===== config.mk =====
export PLATFORM = sky130hd
export DESIGN_NAME = pfrkd_queue
export DESIGN_NICKNAME = d
export VERILOG_FILES = /design/src/rtl/palette_framebuffer_rng_key_device_assert.svh /design/src/rtl/pfrkd_pkg.sv /design/src/rtl/pfrkd_queue.sv
export SDC_FILE = /design/constraint.sdc
export NUM_CORES = 1
export LEC_CHECK = 0
export BUFFER_PORTS_ARGS = -buffer_cell sky130_fd_sc_hd__buf_2
export CAP_MARGIN = 10
export CORE_ASPECT_RATIO = 1.2
export CORE_UTILIZATION = 30
export DETAILED_ROUTE_END_ITERATION = 6
export PLACE_DENSITY = 0.6
export SLEW_MARGIN = 15
export SYNTH_ARGS = -nofsm -noshare
export SYNTH_HDL_FRONTEND = slang
export SYNTH_SLANG_ARGS = --single-unit

===== constraint.sdc =====
create_clock -name clk_i -period 15.6 [get_ports clk_i]
set_clock_uncertainty 0.2 [all_clocks]
set_input_delay 3.12 -clock clk_i [delete_from_list [all_inputs] [get_ports clk_i]]
set_output_delay 3.12 -clock clk_i [all_outputs]
set_load 0.005 [all_outputs]

===== src/rtl/palette_framebuffer_rng_key_device_assert.svh =====
// Assertion helpers used by the RTL.
`ifndef PALETTE_FRAMEBUFFER_RNG_KEY_DEVICE_ASSERT_SVH
`define PALETTE_FRAMEBUFFER_RNG_KEY_DEVICE_ASSERT_SVH

// Same-cycle implication, sampled on clk_i, off while in reset.
`define PFRKD_ASSERT(label, pre, post, msg) \
  label: assert property (@(posedge clk_i) disable iff (!rst_ni) (pre) |-> (post)) else $error(msg);

// Next-cycle implication.
`define PFRKD_ASSERT_NEXT(label, pre, post, msg) \
  label: assert property (@(posedge clk_i) disable iff (!rst_ni) (pre) |=> (post)) else $error(msg);

`endif


===== src/rtl/pfrkd_pkg.sv =====
package pfrkd_pkg;

  localparam int unsigned MAX_WIDTH_DEF      = 256;
  localparam int unsigned MAX_HEIGHT_DEF     = 128;
  localparam int unsigned KEY_RING_DEPTH_DEF = 256;
  localparam int unsigned PALETTE_DEPTH      = 256;

  // wrapped coordinates never exceed 1023
  localparam int unsigned COORD_W     = 10;
  localparam int unsigned DIV_STEPS   = 16;
  localparam int unsigned QUEUE_DEPTH = 2;

  localparam logic [63:0] RNG_RESET    = 64'h9e3779b97f4a7c15;
  localparam logic [8:0]  WIDTH_RESET  = 9'd64;
  localparam logic [7:0]  HEIGHT_RESET = 8'd48;

  typedef enum logic [2:0] {
    REQ_PLOT   = 3'd0,
    REQ_CLEAR  = 3'd1,
    REQ_PAL    = 3'd2,
    REQ_RAND   = 3'd3,
    REQ_SEED   = 3'd4,
    REQ_PUSH   = 3'd5,
    REQ_POP    = 3'd6,
    REQ_READ   = 3'd7
  } req_e;

  typedef enum logic {
    CFG_WIDTH  = 1'b0,
    CFG_HEIGHT = 1'b1
  } cfg_e;

  typedef struct packed {
    req_e               req;
    logic [COORD_W-1:0] px;
    logic [COORD_W-1:0] py;
    logic [7:0]         color;
    logic [7:0]         pal_index;
    logic [7:0]         red;
    logic [7:0]         green;
    logic [7:0]         blue;
    logic [63:0]        seed;
    logic [7:0]         key_in;
  } cmd_t;

  typedef logic [PALETTE_DEPTH-1:0][23:0] pal_tbl_t;

  function automatic logic [7:0] cube_level(int k);
    return (k == 0) ? 8'd0 : 8'(55 + k * 40);
  endfunction

  function automatic pal_tbl_t xterm_table();
    pal_tbl_t   t;
    int         n;
    logic [7:0] v;
    t     = '0;
    t[0]  = 24'h000000; t[1]  = 24'haa0000; t[2]  = 24'h00aa00; t[3]  = 24'haa5500;
    t[4]  = 24'h0000aa; t[5]  = 24'haa00aa; t[6]  = 24'h00aaaa; t[7]  = 24'haaaaaa;
    t[8]  = 24'h555555; t[9]  = 24'hff5555; t[10] = 24'h55ff55; t[11] = 24'hffff55;
    t[12] = 24'h5555ff; t[13] = 24'hff55ff; t[14] = 24'h55ffff; t[15] = 24'hffffff;
    n = 16;
    for (int r = 0; r < 6; r++) begin
      for (int g = 0; g < 6; g++) begin
        for (int b = 0; b < 6; b++) begin
          t[n] = {cube_level(r), cube_level(g), cube_level(b)};
          n++;
        end
      end
    end
    for (int i = 0; i < 24; i++) begin
      v = 8'(8 + i * 10);
      t[232 + i] = {v, v, v};
    end
    return t;
  endfunction

  localparam pal_tbl_t XTERM = xterm_table();

endpackage


===== src/rtl/pfrkd_queue.sv =====
module pfrkd_queue (
  input  logic            clk_i,
  input  logic            rst_ni,
  input  logic            push_i,
  input  pfrkd_pkg::cmd_t cmd_i,
  output logic            full_o,
  input  logic            pop_i,
  output logic            empty_o,
  output pfrkd_pkg::cmd_t cmd_o
);

  localparam int unsigned QAW = $clog2(pfrkd_pkg::QUEUE_DEPTH);

  pfrkd_pkg::cmd_t mem_q [pfrkd_pkg::QUEUE_DEPTH];
  logic [QAW-1:0]  wp_q, rp_q;
  logic [QAW:0]    cnt_q;

  assign full_o  = (cnt_q == (QAW + 1)'(pfrkd_pkg::QUEUE_DEPTH));
  assign empty_o = (cnt_q == '0);
  assign cmd_o   = mem_q[rp_q];

  always_ff @(posedge clk_i or negedge rst_ni) begin
    if (!rst_ni) begin
      wp_q  <= '0;
      rp_q  <= '0;
      cnt_q <= '0;
    end else begin
      if (push_i) begin
        wp_q <= wp_q + QAW'(1);
      end
      if (pop_i) begin
        rp_q <= rp_q + QAW'(1);
      end
      if (push_i && !pop_i) begin
        cnt_q <= cnt_q + (QAW + 1)'(1);
      end else if (pop_i && !push_i) begin
        cnt_q <= cnt_q - (QAW + 1)'(1);
      end
    end
  end

  always_ff @(posedge clk_i) begin
    if (push_i) begin
      mem_q[wp_q] <= cmd_i;
    end
  end

endmodule


### Word level (Yosys, flattened, before mapping)

Memory sizes are Yosys's and may differ from the RTL's.
Cells that the tools add are included.

* output and inout bits: 137
* bits in registers: 4
* bits in writable memories: 270
* input port bits: 139
* memories kept: 1
* logic and storage cells: 19

* muxes and demuxes: 4
* $add $sub $neg: 4
* reductions and logical operators: 6
* equal/unequal tests: 1

Memories
* mem_q: depth 2, bits a word 135, read ports 1, clocked after Yosys merged registers in 0, wr ports 1, RTL line pfrkd_queue.sv:14 `pfrkd_pkg::cmd_t mem_q [pfrkd_pkg::QUEUE_DEPTH];`

Operators with widths (number)
* $mux W2: 2
* $add A1 B1 Y1 const B: 2
* $add A2 B1 Y2 const B: 1
* $eq A2 B2 Y1 const B: 1
* $logic_and A1 B1 Y1: 2
* $logic_not A1 Y1: 2
* $logic_not A2 Y1: 1
* $mux W1: 2
* $reduce_bool A2 Y1: 1
* $sub A2 B1 Y2 const B: 1

### Depth between registers and ports, before layout

* word-level depth: 4
* gate-level depth with buffers: 5
* depth with buffers taken out: 5

### Worst setup path after synthesis

OpenSTA, ideal clock, no wires.

* path kind: input to register
* from: in push_i
* to: mem mem_q[0][0] in the netlist's numbering, enable pin
* slack: 5786 ps
* buffers on the path: 0
* setup time: 647 ps
* stages: 1
* arrival time: 8967 ps
* path through: nor2b_1

* cells in the longest elaborated chain, start to end: 2

RTL lines
* from (decl): RTL line pfrkd_queue.sv:4 `input logic push_i,`
* $mux W1: RTL line pfrkd_queue.sv:43 `if (push_i) begin`
* $mux W1 (implied by the code): RTL line pfrkd_queue.sv:44 `mem_q[wp_q] <= cmd_i;`
* to (decl): RTL line pfrkd_queue.sv:14

Every way passes these cells.

==> impl_results.md <==
- Die extent in y: 203 µm
- Worst Setup Path Type: register to output port
- Vias in the first global route: 5253
- Placed Cells: 1152
- Pin count of the biggest net entering global routing: 76
- Cells along the critical path: buf_4 -> mux2_2 -> buf_2
- Cell with the largest stage delay on the worst path: sky130_fd_sc_hd__dfrtp_4
- Die area: 34300 µm²
- Worst-path clk slew: 0.06 ns
- Combined global-route utilization of all metal layers: 11.0%
- HPWL after detailed placement: 12.3 mm
- Final setup TNS: 0 ns
- Net switching fraction of the power: 26.2%
- Sink count of the clock tree: 274
- Horiz. Die Dim: 169 µm
- Min cycle time layout: 6.04 ns
- Worst supply voltage drop on vdd: 151 µV
- Row count: 73
- Synthesized netlist cell count: 436
- Number of DRC markers after the initial detailed-route iteration: 261
- Wirelength, routed: 19.4 mm
- Number of resized instances in the post-cts repair step: 0
- Share of cells above drive strength 1: 61.4%
- Total DRC errors in the routed layout: 0
- Clock tree from TritonCTS: built
- GRT Residual Overflow: 0
- Reported max-cap violation count: 0
- Bufs on Longest Clock Path: 3
- IO buf count: 275
- Highest fanout seen on the critical path: 44
- Register-to-Register Setup Slack: 12.61 ns
- Detail-routed net length per standard cell: 16.1 µm
- Final-report max-slew violation count: 0
- Total of hold buffers inserted after clock tree synthesis: 0
- Post-CTS setup buffers: 0
- Maximum frequency from static timing analysis: 0.166 GHz
- Internal power of the cells: 1680 µW
- CP required: 12.28 ns
- Gate power share: 25.3%
- Critical path startpoint category: register
- Setup repair after global routing missed its margin: no
- Via total after detailed routing: 5073
- Final nets: 872
- Count of buffer and inverter cells on the critical path: 2
- Headroom to the max-slew limit: 26.5%
- Mean instance size in the synthesized netlist: 23.1 µm²
- Part of the total power dissipated in the clock network: 29.4%
- Worst Max-Slew Pin Slew: 1.10 ns
- Starting density of the core: 30.5%
- Total power density per cell area: 177 nW/µm²
- Count of pins on the block boundary: 276
- Syn_nets: 576
- Number of synthesized register bits: 274
- Status: complete, no violations
- Post-route non-filler standard cell count: 1206
- Final-layout worst hold slack: 0.296 ns
- Number of antenna violations at the first check in global routing: 3
- Commonest non-fill, non-tap cell in the layout: sky130_fd_sc_hd__buf_2
- Final number of hold-violating endpoints: 0
- Crit path arrival time: 2.72 ns
- Root Driver: sky130_fd_sc_hd__clkbuf_16
- Clk Latency, worst-skew pair: 0.54 ns
- Total number of yosys warnings: 0
- Sequential element share of the synthesized area: 81.5%
- Top cell family by delay on the critical path: buffers and inverters
- Fraction of the cycle the final worst path needs: 38.7%
- Netlist cell types: 13
- Net Sw Power: 598 µW
- Sequential cell fraction of total power: 45.3%
- Drt first pass iters: 4
- Layout overhead on the synthesized area: 28.1%
- Setup crit end kind: output port
- Maximum level of the CTS H-tree: 1
- Total clock buffers created by CTS: 28
- Global placer's final weighted congestion: 0.676
- Endpoints failing setup: 0
- Area of the mapped netlist: 10100 µm²
- CP peak stage delay: 0.83 ns
- Wire length of the first global-routing pass: 28.9 mm
- Most used cells in the layout excluding fill and tap cells: 275 x sky130_fd_sc_hd__buf_2, 270 x sky130_fd_sc_hd__edfxtp_1, 95 x sky130_fd_sc_hd__mux2_2
- Number of vias per cell after detailed routing: 4.21
- Static power due to leakage: 0.00491 µW
- Area of the core region: 33100 µm²
- Final ANT Viol Nets: 0
- Min-delay worst type: register to register
## registers in the layout, indices dropped and copies added, names as in the netlist
| register | count |
|---|---|
| mem_q | 270 |
| cnt_q | 2 |
| rp_q | 1 |
| wp_q | 1 |
## synthesized netlist by cell type
cell type                    n  area share (%)
sky130_fd_sc_hd__ha_1        1            0.12
sky130_fd_sc_hd__xnor2_1     1           0.087
sky130_fd_sc_hd__inv_1       1           0.037
sky130_fd_sc_hd__edfxtp_1  270              80
sky130_fd_sc_hd__nor2b_1     2            0.12
sky130_fd_sc_hd__mux2_4     40             6.0
sky130_fd_sc_hd__and2_1      1           0.062
sky130_fd_sc_hd__buf_6       6            0.67
sky130_fd_sc_hd__dfrtp_1     4            0.99
sky130_fd_sc_hd__nor2_1      2           0.075
sky130_fd_sc_hd__mux2_2     95              11
sky130_fd_sc_hd__buf_2       9            0.45
sky130_fd_sc_hd__xor2_1      4            0.35
## stage by stage
step           power [µW]  instance area (µm²)  worst slack (ns)  util (%)
2_1_floorplan        1420                10100              5.79         -
3_3_place_gp         1640                12000              9.75      36.2
3_5_place_dp         1650                12000              9.75      36.2
4_1_cts              2330                12900              9.45      39.0
5_1_grt              2400                12900              9.37      39.0
6_report             2280                12900              9.56      39.0
## power groups by stage
stage          logic [µW]  registers [µW]  clock network, µW
6_report              578            1030                671
3_3_place_gp          598            1040                  0
4_1_cts               598            1040                694
3_5_place_dp          595            1050                  0
2_1_floorplan         384            1040                  0
5_1_grt               630            1050                721
## final cells by class
| class | count | area, µm² |
|---|---|---|
| tap | 450 | 563 |
| sequential | 274 | 8210 |
| antenna | 2 | 5.00 |
| clock inverter | 14 | 159 |
| fill | 3111 | 20200 |
| multi-input combinational | 146 | 1760 |
| clock buffer | 38 | 779 |
| inverter | 1 | 3.75 |
| timing repair buffer | 281 | 1420 |
## path summary, 6_finish.rpt
path	startpoint	endpoint	depth (start not counted)
setup reg to reg	wp_q$_DFFE_PN0P_	mem_q[1][53]$_DFFE_PP_	3
hold reg to reg	cnt_q[1]$_DFFE_PN0P_	cnt_q[1]$_DFFE_PN0P_	1
setup / recovery	rp_q$_DFFE_PN0P_	cmd_o[16]	3
hold / removal	cnt_q[1]$_DFFE_PN0P_	cnt_q[1]$_DFFE_PN0P_	1
min in group asynchronous	rst_ni	wp_q$_DFFE_PN0P_	1
max in group asynchronous	rst_ni	rp_q$_DFFE_PN0P_	1
## cells by family (layout without fill, tap and decap cells)
family / count (synthesis) / after routing / share of synthesized area, %
multiplexers: 135 / 135 / 16.6
other: 0 / 2 / 0
AND/OR/NAND/NOR: 5 / 5 / 0.261
XOR/XNOR: 5 / 5 / 0.435
buffers and inverters: 16 / 334 / 1.15
flip-flops: 274 / 274 / 81.5
adder cells (fa/ha/maj): 1 / 1 / 0.124
## worst reg2reg max path: cells and delay by family (launching register included)
family / cells / cell delay, ns
flops: 1 / 0.43
buf+inv: 2 / 1.37
simple gates: 1 / 0.59
## metal layers
metal,wire length (µm),up-vias,track usage (%),share of wire (%)
met4,503,2,4.31,2.6
met1,7530,2500,12.4,39
met2,9860,199,19.3,51
met5,10,-,0,0.052
met3,1480,37,3.22,7.6
li1,-,2335,-,-
(Power assumes the default switching activity.)
