<file path="src/rtl/palette_framebuffer_rng_key_device_assert.svh">
// Assertion helpers used by the RTL.
`ifndef PALETTE_FRAMEBUFFER_RNG_KEY_DEVICE_ASSERT_SVH
`define PALETTE_FRAMEBUFFER_RNG_KEY_DEVICE_ASSERT_SVH

// Same-cycle implication, sampled on clk_i, off while in reset.
`define PFRKD_ASSERT(label, pre, post, msg) \
  label: assert property (@(posedge clk_i) disable iff (!rst_ni) (pre) |-> (post)) else $error(msg);

// Next-cycle implication.
`define PFRKD_ASSERT_NEXT(label, pre, post, msg) \
  label: assert property (@(posedge clk_i) disable iff (!rst_ni) (pre) |=> (post)) else $error(msg);

`endif

</file>
<file path="src/rtl/pfrkd_pkg.sv">
package pfrkd_pkg;

  localparam int unsigned MAX_WIDTH_DEF      = 256;
  localparam int unsigned MAX_HEIGHT_DEF     = 128;
  localparam int unsigned KEY_RING_DEPTH_DEF = 256;
  localparam int unsigned PALETTE_DEPTH      = 256;

  // wrapped coordinates never exceed 1023
  localparam int unsigned COORD_W     = 10;
  localparam int unsigned DIV_STEPS   = 16;
  localparam int unsigned QUEUE_DEPTH = 2;

  localparam logic [63:0] RNG_RESET    = 64'h9e3779b97f4a7c15;
  localparam logic [8:0]  WIDTH_RESET  = 9'd64;
  localparam logic [7:0]  HEIGHT_RESET = 8'd48;

  typedef enum logic [2:0] {
    REQ_PLOT   = 3'd0,
    REQ_CLEAR  = 3'd1,
    REQ_PAL    = 3'd2,
    REQ_RAND   = 3'd3,
    REQ_SEED   = 3'd4,
    REQ_PUSH   = 3'd5,
    REQ_POP    = 3'd6,
    REQ_READ   = 3'd7
  } req_e;

  typedef enum logic {
    CFG_WIDTH  = 1'b0,
    CFG_HEIGHT = 1'b1
  } cfg_e;

  typedef struct packed {
    req_e               req;
    logic [COORD_W-1:0] px;
    logic [COORD_W-1:0] py;
    logic [7:0]         color;
    logic [7:0]         pal_index;
    logic [7:0]         red;
    logic [7:0]         green;
    logic [7:0]         blue;
    logic [63:0]        seed;
    logic [7:0]         key_in;
  } cmd_t;

  typedef logic [PALETTE_DEPTH-1:0][23:0] pal_tbl_t;

  function automatic logic [7:0] cube_level(int k);
    return (k == 0) ? 8'd0 : 8'(55 + k * 40);
  endfunction

  function automatic pal_tbl_t xterm_table();
    pal_tbl_t   t;
    int         n;
    logic [7:0] v;
    t     = '0;
    t[0]  = 24'h000000; t[1]  = 24'haa0000; t[2]  = 24'h00aa00; t[3]  = 24'haa5500;
    t[4]  = 24'h0000aa; t[5]  = 24'haa00aa; t[6]  = 24'h00aaaa; t[7]  = 24'haaaaaa;
    t[8]  = 24'h555555; t[9]  = 24'hff5555; t[10] = 24'h55ff55; t[11] = 24'hffff55;
    t[12] = 24'h5555ff; t[13] = 24'hff55ff; t[14] = 24'h55ffff; t[15] = 24'hffffff;
    n = 16;
    for (int r = 0; r < 6; r++) begin
      for (int g = 0; g < 6; g++) begin
        for (int b = 0; b < 6; b++) begin
          t[n] = {cube_level(r), cube_level(g), cube_level(b)};
          n++;
        end
      end
    end
    for (int i = 0; i < 24; i++) begin
      v = 8'(8 + i * 10);
      t[232 + i] = {v, v, v};
    end
    return t;
  endfunction

  localparam pal_tbl_t XTERM = xterm_table();

endpackage

</file>
<file path="src/rtl/pfrkd_if.sv">
interface pfrkd_req_if;
  logic        valid;
  logic        ready;
  logic [2:0]  req_type;
  logic [15:0] x;
  logic [15:0] y;
  logic [7:0]  color;
  logic [7:0]  pal_index;
  logic [7:0]  red;
  logic [7:0]  green;
  logic [7:0]  blue;
  logic [63:0] seed;
  logic [7:0]  key_in;

  modport source (output valid, req_type, x, y, color, pal_index, red, green, blue, seed,
                  key_in, input ready);
  modport sink (input valid, req_type, x, y, color, pal_index, red, green, blue, seed,
                key_in, output ready);
endinterface


</file>
<file path="src/rtl/pfrkd_front.sv">
module pfrkd_front #(
  parameter int unsigned MAX_WIDTH  = pfrkd_pkg::MAX_WIDTH_DEF,
  parameter int unsigned MAX_HEIGHT = pfrkd_pkg::MAX_HEIGHT_DEF
) (
  input  logic              clk_i,
  input  logic              rst_ni,
  pfrkd_req_if.sink         req,
  input  logic              cfg_we_i,
  input  logic              cfg_idx_i,
  input  logic [8:0]        cfg_data_i,
  input  logic              init_busy_i,
  input  logic              full_i,
  output logic              push_o,
  output pfrkd_pkg::cmd_t   cmd_o
);

  localparam int unsigned EW = $clog2(MAX_WIDTH + 1);
  localparam int unsigned EH = $clog2(MAX_HEIGHT + 1);
  localparam int unsigned RW = ((EW > EH) ? EW : EH) + 1;
  localparam int unsigned CW = $clog2(pfrkd_pkg::DIV_STEPS + 1);

  typedef enum logic [2:0] {
    ST_IDLE = 3'b001,
    ST_DIV  = 3'b010,
    ST_PUSH = 3'b100
  } state_e;

  state_e          state_q, state_d;
  logic [8:0]      width_q;
  logic [7:0]      height_q;
  logic [RW-1:0]   eff_w, eff_h;
  logic [RW-1:0]   rem_x_q, rem_y_q, sx, sy, nx, ny;
  logic [15:0]     xs_q, ys_q;
  logic [CW-1:0]   cnt_q;
  pfrkd_pkg::cmd_t cmd_q;
  logic            accept;

  always_comb begin
    if (width_q == '0) begin
      eff_w = RW'(1);
    end else if (32'(width_q) > MAX_WIDTH) begin
      eff_w = RW'(MAX_WIDTH);
    end else begin
      eff_w = RW'(width_q);
    end
    if (height_q == '0) begin
      eff_h = RW'(1);
    end else if (32'(height_q) > MAX_HEIGHT) begin
      eff_h = RW'(MAX_HEIGHT);
    end else begin
      eff_h = RW'(height_q);
    end
  end

  // one restoring step per cycle: remainder stays below the divisor
  assign sx = {rem_x_q[RW-2:0], xs_q[15]};
  assign sy = {rem_y_q[RW-2:0], ys_q[15]};
  assign nx = (sx >= eff_w) ? sx - eff_w : sx;
  assign ny = (sy >= eff_h) ? sy - eff_h : sy;

  assign req.ready = (state_q == ST_IDLE) && !init_busy_i;
  assign accept    = req.valid && req.ready;
  assign push_o    = (state_q == ST_PUSH) && !full_i;

  always_comb begin
    cmd_o    = cmd_q;
    cmd_o.px = pfrkd_pkg::COORD_W'(rem_x_q);
    cmd_o.py = pfrkd_pkg::COORD_W'(rem_y_q);
  end

  always_comb begin
    state_d = state_q;
    case (state_q)
      ST_IDLE: begin
        if (accept) begin
          if (pfrkd_pkg::req_e'(req.req_type) inside {pfrkd_pkg::REQ_PLOT,
                                                       pfrkd_pkg::REQ_READ}) begin
            state_d = ST_DIV;
          end else begin
            state_d = ST_PUSH;
          end
        end
      end
      ST_DIV: begin
        if (cnt_q == CW'(1)) begin
          state_d = ST_PUSH;
        end
      end
      ST_PUSH: begin
        if (!full_i) begin
          state_d = ST_IDLE;
        end
      end
      default: state_d = ST_IDLE;
    endcase
  end

  always_ff @(posedge clk_i or negedge rst_ni) begin
    if (!rst_ni) begin
      state_q  <= ST_IDLE;
      width_q  <= pfrkd_pkg::WIDTH_RESET;
      height_q <= pfrkd_pkg::HEIGHT_RESET;
      cnt_q    <= '0;
    end else begin
      state_q <= state_d;
      if (cfg_we_i) begin
        if (cfg_idx_i == pfrkd_pkg::CFG_WIDTH) begin
          width_q <= cfg_data_i;
        end else begin
          height_q <= cfg_data_i[7:0];
        end
      end
      if (accept) begin
        cnt_q <= CW'(pfrkd_pkg::DIV_STEPS);
      end else if (state_q == ST_DIV) begin
        cnt_q <= cnt_q - CW'(1);
      end
    end
  end

  always_ff @(posedge clk_i) begin
    if (accept) begin
      cmd_q.req       <= pfrkd_pkg::req_e'(req.req_type);
      cmd_q.px        <= '0;
      cmd_q.py        <= '0;
      cmd_q.color     <= req.color;
      cmd_q.pal_index <= req.pal_index;
      cmd_q.red       <= req.red;
      cmd_q.green     <= req.green;
      cmd_q.blue      <= req.blue;
      cmd_q.seed      <= req.seed;
      cmd_q.key_in    <= req.key_in;
      xs_q            <= req.x;
      ys_q            <= req.y;
      rem_x_q         <= '0;
      rem_y_q         <= '0;
    end else if (state_q == ST_DIV) begin
      xs_q    <= {xs_q[14:0], 1'b0};
      ys_q    <= {ys_q[14:0], 1'b0};
      rem_x_q <= nx;
      rem_y_q <= ny;
    end
  end

endmodule

</file>
<file path="src/flat_wrapper.sv">
// flat-port wrapper written by rule: the top's interface ports become plain ports
module pfrkd_front_flat 
#(
  parameter int unsigned MAX_WIDTH  = pfrkd_pkg::MAX_WIDTH_DEF,
  parameter int unsigned MAX_HEIGHT = pfrkd_pkg::MAX_HEIGHT_DEF
)
  (clk_i, rst_ni, cfg_we_i, cfg_idx_i, cfg_data_i, init_busy_i, full_i, push_o, cmd_o, req_valid, req_req_type, req_x, req_y, req_color, req_pal_index, req_red, req_green, req_blue, req_seed, req_key_in, req_ready);
  pfrkd_req_if req_i ();
  input  logic clk_i;
  input  logic rst_ni;
  input  logic cfg_we_i;
  input  logic cfg_idx_i;
  input  logic [8:0] cfg_data_i;
  input  logic init_busy_i;
  input  logic full_i;
  output logic push_o;
  output pfrkd_pkg::cmd_t cmd_o;
  input wire logic [$bits(req_i.valid)-1:0] req_valid;
  input wire logic [$bits(req_i.req_type)-1:0] req_req_type;
  input wire logic [$bits(req_i.x)-1:0] req_x;
  input wire logic [$bits(req_i.y)-1:0] req_y;
  input wire logic [$bits(req_i.color)-1:0] req_color;
  input wire logic [$bits(req_i.pal_index)-1:0] req_pal_index;
  input wire logic [$bits(req_i.red)-1:0] req_red;
  input wire logic [$bits(req_i.green)-1:0] req_green;
  input wire logic [$bits(req_i.blue)-1:0] req_blue;
  input wire logic [$bits(req_i.seed)-1:0] req_seed;
  input wire logic [$bits(req_i.key_in)-1:0] req_key_in;
  output wire logic [$bits(req_i.ready)-1:0] req_ready;
  assign req_i.valid = req_valid;
  assign req_i.req_type = req_req_type;
  assign req_i.x = req_x;
  assign req_i.y = req_y;
  assign req_i.color = req_color;
  assign req_i.pal_index = req_pal_index;
  assign req_i.red = req_red;
  assign req_i.green = req_green;
  assign req_i.blue = req_blue;
  assign req_i.seed = req_seed;
  assign req_i.key_in = req_key_in;
  assign req_ready = req_i.ready;
  pfrkd_front #(.MAX_WIDTH(MAX_WIDTH), .MAX_HEIGHT(MAX_HEIGHT)) u_core (.clk_i(clk_i), .rst_ni(rst_ni), .req(req_i), .cfg_we_i(cfg_we_i), .cfg_idx_i(cfg_idx_i), .cfg_data_i(cfg_data_i), .init_busy_i(init_busy_i), .full_i(full_i), .push_o(push_o), .cmd_o(cmd_o));
endmodule
</file>
<file path="config.mk">
export PLATFORM = sky130hd
export DESIGN_NAME = pfrkd_front_flat
export DESIGN_NICKNAME = d
export VERILOG_FILES = /design/src/rtl/palette_framebuffer_rng_key_device_assert.svh /design/src/rtl/pfrkd_pkg.sv /design/src/rtl/pfrkd_if.sv /design/src/rtl/pfrkd_front.sv /design/src/flat_wrapper.sv
export SDC_FILE = /design/constraint.sdc
export NUM_CORES = 1
export LEC_CHECK = 0
export BUFFER_PORTS_ARGS = -buffer_cell sky130_fd_sc_hd__clkbuf_2
export CAP_MARGIN = 20
export CORE_ASPECT_RATIO = 0.9
export CORE_MARGIN = 2
export CORE_UTILIZATION = 30
export CTS_CLUSTER_SIZE = 24
export DETAILED_ROUTE_END_ITERATION = 6
export SYNTH_ARGS = -nofsm -noshare
export SYNTH_HDL_FRONTEND = slang
export SYNTH_SLANG_ARGS = --single-unit
</file>
<file path="constraint.sdc">
create_clock -name clk_i -period 3.4 [get_ports clk_i]
set_clock_uncertainty 0.1 [all_clocks]
set_input_delay 0.34 -clock clk_i [delete_from_list [all_inputs] [get_ports clk_i]]
set_output_delay 0.34 -clock clk_i [all_outputs]
set_load 0.005 [all_outputs]
</file>
Word level (Yosys, flattened, before mapping):

Cells that the tools add are included.

* register bits: 192
* bits of input ports: 163
* output and inout bits: 137
* logic and storage cells: 62

* $add $sub $neg: 3
* order comparisons: 4
* eq/ne operators: 8
* muxes and demuxes: 17
* bitwise operators: 1
* reductions and logical operators: 13

Operators by type and width (count)
* $mux W16: 4
* $mux W10: 3
* $mux W9: 2
* $mux W3: 4
* $ge A10 B10 Y1: 1
* $ge A10 B9 Y1: 1
* $mux W5: 2
* $sub A10 B10 Y10: 1
* $sub A10 B9 Y10: 1
* $gt A9 B9 Y1 const B: 1
* $logic_not A9 Y1: 1
* $pmux W3 S3: 1
* $gt A8 B8 Y1 const B: 1
* $logic_not A8 Y1: 1
* $mux W8: 1
* $eq A3 B3 Y1 const B: 2
* $eq A5 B1 Y1 const B: 1
* $sub A5 B1 Y5 const B: 1
* $ne A2 B1 Y1 const B: 2
* $reduce_and A2 Y1: 2
* $reduce_bool A2 Y1: 2
* $eq A3 B1 Y1 const B: 1
* $eq A3 B2 Y1 const B: 1
* $logic_and A1 B1 Y1: 3
* other kinds (5): 6

Logic depth before layout (Yosys ltp):

* depth in word-level cells: 5
* mapped depth: 12
* depth with buffers taken out: 11

Least setup slack after synthesis:

OpenSTA, ideal clock, no wires.

* kind: reg2reg
* start point: register u_core.state_q[0]
* end point: register u_core.cmd_q (netlist bit u_core.cmd_o[0]) (enable)
* setup time: 0.425 ns
* data arrival time: 2.634 ns
* required time: 2.875 ns
* setup slack: 0.240 ns
* cell stages (with the launch flop): 5
* buffers on the path: 1
* period minus slack after synthesis: 3.160 ns
* cells stage by stage: dfstp_2 nor4b_2 nand2_2 inv_2 buf_2

* word-level cells in the longest chain between the ends: 3

Ends and longest elaborated chain
* start, declared: RTL line pfrkd_front.sv:28 `state_e state_q, state_d;`
* start signal, assigned: RTL line pfrkd_front.sv:105 `state_q <= state_d;`
* $eq A3 B1 Y1: RTL line pfrkd_front.sv:61 `assign req.ready = (state_q == ST_IDLE) && !init_busy_i;`
* $logic_and A1 B1 Y1: RTL line pfrkd_front.sv:61
* via req_ready: RTL line flat_wrapper.sv:29 `output wire logic [$bits(req_i.ready)-1:0] req_ready;`
* $logic_and A1 B1 Y1: RTL line pfrkd_front.sv:62 `assign accept = req.valid && req.ready;`
* via u_core.accept: RTL line pfrkd_front.sv:36 `logic accept;`
* end, declared: RTL line pfrkd_front.sv:35 `pfrkd_pkg::cmd_t cmd_q;`

The timed path passes the listed nets, and every way through them passes these cells.
A chain may end at the register's enable or synchronous reset.

Worst setup path in the final report:

* start point: register u_core.height_q[1]
* end point: register u_core.rem_y_q[1]

* word-level cells in the longest chain between the ends: 5
* elaborated cells on any way between the ends: 7
* classes of those cells: add/sub (1); order compare (2); mux (3); reduce/logical (1)

Ends and longest elaborated chain
* start, declared: RTL line pfrkd_front.sv:30 `logic [7:0] height_q;`
* start signal, assigned: RTL line pfrkd_front.sv:102 `height_q <= pfrkd_pkg::HEIGHT_RESET;`
* start signal, assigned: RTL line pfrkd_front.sv:110 `height_q <= cfg_data_i[7:0];`
* $gt A8 B8 Y1: RTL line pfrkd_front.sv:48 `end else if (32'(height_q) > MAX_HEIGHT) begin`
* $mux W8: RTL line pfrkd_front.sv:48
* $mux W10 (*): RTL line pfrkd_front.sv:46 `if (height_q == '0) begin`
* $sub A10 B10 Y10 or $ge A10 B10 Y1 (tied branches): RTL line pfrkd_front.sv:59 `assign ny = (sy >= eff_h) ? sy - eff_h : sy;`
* $mux W10 (*): RTL line pfrkd_front.sv:59
* end signal, assigned: RTL line pfrkd_front.sv:141 `rem_y_q <= ny;`
* end, declared: RTL line pfrkd_front.sv:32 `logic [RW-1:0] rem_x_q, rem_y_q, sx, sy, nx, ny;`

Every way passes the cells marked *; elsewhere a longest branch is shown, timed or not.

==> flow_metrics.env <==
export IMPL_power_density_mw_per_mm2=542
export IMPL_clock_sinks=192
export IMPL_avgRoutedWirePerCell_um=16.0
export IMPL_rows=55
export IMPL_ios=300
export IMPL_clockBufferDepth=2
export IMPL_finalMaxSlewViolations=0
export IMPL_post_cts_buffers=0
export IMPL_overflow=0
export IMPL_hold_path_class="input port to register"
export IMPL_synth_avg_cell_area_um2=13.8
export IMPL_hold_violations=0
export IMPL_grt_pass1_wl_um=31400
export IMPL_drt_first_iter_violations=359
export IMPL_nFillCells=2318
export IMPL_cts_tree="yes"
export IMPL_htreeDepth=4
export IMPL_async_flop_share_pct=13.0
export IMPL_syn_cell_area_mm2=0.00763
export IMPL_netlist_instances=555
export IMPL_initial_core_util_pct=30.5
export IMPL_grt_use_total_pct=15.5
export IMPL_antenna_left=0
export IMPL_die_y_um=155
export IMPL_core_mm2=0.0250
export IMPL_clkTransAtPathRegs_ns=0.08
export IMPL_vias=5875
export IMPL_cts_root_buffer_cell="clkbuf_16"
export IMPL_tightest_slew_ns=0.939
export IMPL_fin_crit_ns=3.06
export IMPL_place_gp_congestion=0.866
export IMPL_first_pass_iters=4
export IMPL_area_delta_synth_final_pct=48.5
export IMPL_synth_edf_count=147
export IMPL_ys_ff_latch=192
export IMPL_outcome="finished clean"
export IMPL_rsz0062_at_grt="false"
export IMPL_crit_required_ns=3.63
export IMPL_critical_path_max_fanout=11
export IMPL_ys_seq_area_share_pct=71.3
export IMPL_viasPerCell=4.39
export IMPL_cap_viol_max_count=0
export IMPL_post_route_cells_drive_above_1_share_pct=37.2
export IMPL_synth_nets=739
export IMPL_ys_flop_type="edfxtp_1"
export IMPL_wirelength_um=21400
export IMPL_slew_headroom_pct=37.1
export IMPL_crit_type="register to register"
export IMPL_cp_start_kind="register"
export IMPL_die_area_mm2=0.0267
export IMPL_endpoint_kind="register"
export IMPL_yosysUniqueCellTypes=56
export IMPL_nets=1164
export IMPL_grt_max_degree=150
export IMPL_final_common_cell="clkbuf_2"
export IMPL_first_global_vias=5797
export IMPL_io_buffers=299
export IMPL_vdd_ir_drop_max_mv=0.269
export IMPL_synth_yosys_warnings=0
export IMPL_cts_buffers=17
export IMPL_post_route_period_util_pct=90.1
export IMPL_drc=0
export IMPL_final_core_util_pct=45.3
export IMPL_hpwl_um=15700
export IMPL_tns_ns=0
export IMPL_antenna_found_initial=1
export IMPL_p_leak_nw=4.92
export IMPL_cp_arrival_ns=3.29
export IMPL_die_w_um=172
export IMPL_worstSkewPairLatency_ns=0.43
export IMPL_finalSetupViolations=0
export IMPL_fmax_mhz=326
export IMPL_final_cell_mix="clkbuf_2, edfxtp_1, nand2_1"
stage by stage:
step | area, µm² | hold slack (ns) | power [mW] | std cells | setup WS (ns)
6_report | 11300 | 0.0282 | 6.14 | 1337 | 0.336
5_1_grt | 11300 | 0.0123 | 6.44 | 1336 | 0.0802
4_1_cts | 11300 | 0.00317 | 6.24 | 1335 | 0.344
3_5_place_dp | 9560 | 0.301 | 4.08 | 1187 | 0.347
3_3_place_gp | 9560 | 0.300 | 4.06 | 1187 | 0.433
2_1_floorplan | 7630 | -0.0556 | 3.64 | 555 | 0.240
final timing paths:
path,cells past startpoint,start,slack [ns],end
setup / recovery,11,u_core.height_q[1],0.34,u_core.rem_y_q[1]
hold / removal,1,req_req_type[0],0.03,u_core.cmd_o[132]
setup reg to reg,11,u_core.height_q[1],0.34,u_core.rem_y_q[1]
hold reg to reg,1,u_core.width_q[0],0.41,u_core.width_q[0]
max in group asynchronous,2,rst_ni,2.39,u_core.height_q[6]
min in group asynchronous,2,rst_ni,0.37,u_core.width_q[8]
cell families (layout without fill, tap and decap cells):
group / Yosys count / count (layout) / synth area share (%)
other: 0 / 2 / 0
multiplexers: 27 / 27 / 3.80
buffers and inverters: 35 / 473 / 1.93
AO/OA/AOI/OAI: 73 / 73 / 6.36
AND/OR/NAND/NOR: 193 / 193 / 11.3
adder cells (fa/ha/maj): 21 / 21 / 3.64
flip-flops: 192 / 192 / 71.3
XOR/XNOR: 14 / 14 / 1.61
sequential cells by signal, summed over array words and instances, names as in the netlist:
signal           cells
u_core.state_q       3
u_core.xs_q         16
u_core.rem_y_q      10
u_core.cnt_q         5
u_core.height_q      8
u_core.ys_q         16
u_core.cmd_o       115
u_core.rem_x_q      10
u_core.width_q       9
metal layers:
layer	part of all wire, %	global-route usage, %	vias up
li1	-	-	2865
met1	39	17.6	2785
met2	51	27.8	200
met3	7.4	4.48	25
met4	1.9	5.48	0
met5	0	0	-
area by class of cell:
type / instances / area [µm²] / share of cell area (%)
Timing Repair Buffer: 422 / 2720 / 24.0
Antenna cell: 2 / 5.00 / 0.0442
Clock inverter: 15 / 189 / 1.67
Multi-Input combinational cell: 328 / 2040 / 18.0
Tap cell: 342 / 428 / 3.77
Sequential cell: 192 / 5450 / 48.0
Clock buffer: 17 / 425 / 3.75
Inverter: 19 / 76.3 / 0.673
critical path, stage by stage, from the launching register on:
cell and delay, ns:
dfrtp_1 0.40, nor4_1 0.27, a21oi_1 0.10, nor2_1 0.13, ha_1 0.21, fa_1 0.27
nor2b_4 0.07, o311ai_4 0.27, a21oi_2 0.09, nor3_2 0.67, mux2i_1 0.18, a22o_1 0.20
synthesized netlist by cell type, drive strengths merged, types with 5 or more instances:
cell type  number  area share, %
mux2i          11            1.4
xor2            5           0.57
buf             9           0.66
nor2           18           0.89
ha             19            3.1
o31ai           5           0.49
a21oi          15            1.0
nand2         126            6.2
nor3            6           0.46
xnor2           9            1.0
o21ai          23            1.5
dfxtp          20            5.2
edfxtp        147             58
dfrtp          21            6.9
and3            5           0.41
clkbuf          7           0.34
nand3          14            1.0
inv            18           0.89
mux2           16            2.4
what timing repair did:
item / in CTS / in global routing
hold buffers: 116 / 0
gates resized for setup: 0 / 0
endpoints found under the hold margin: 136 / 0
setup endpoints to repair: 0 / 0
where the power goes:
part / leakage [nW] / switching [mW] / internal [mW]
Clock: 0.294 / 1.01 / 1.00
Sequential: 1.82 / 0.111 / 2.86
Combinational: 2.81 / 0.636 / 0.520
(Power assumes the default switching activity.)
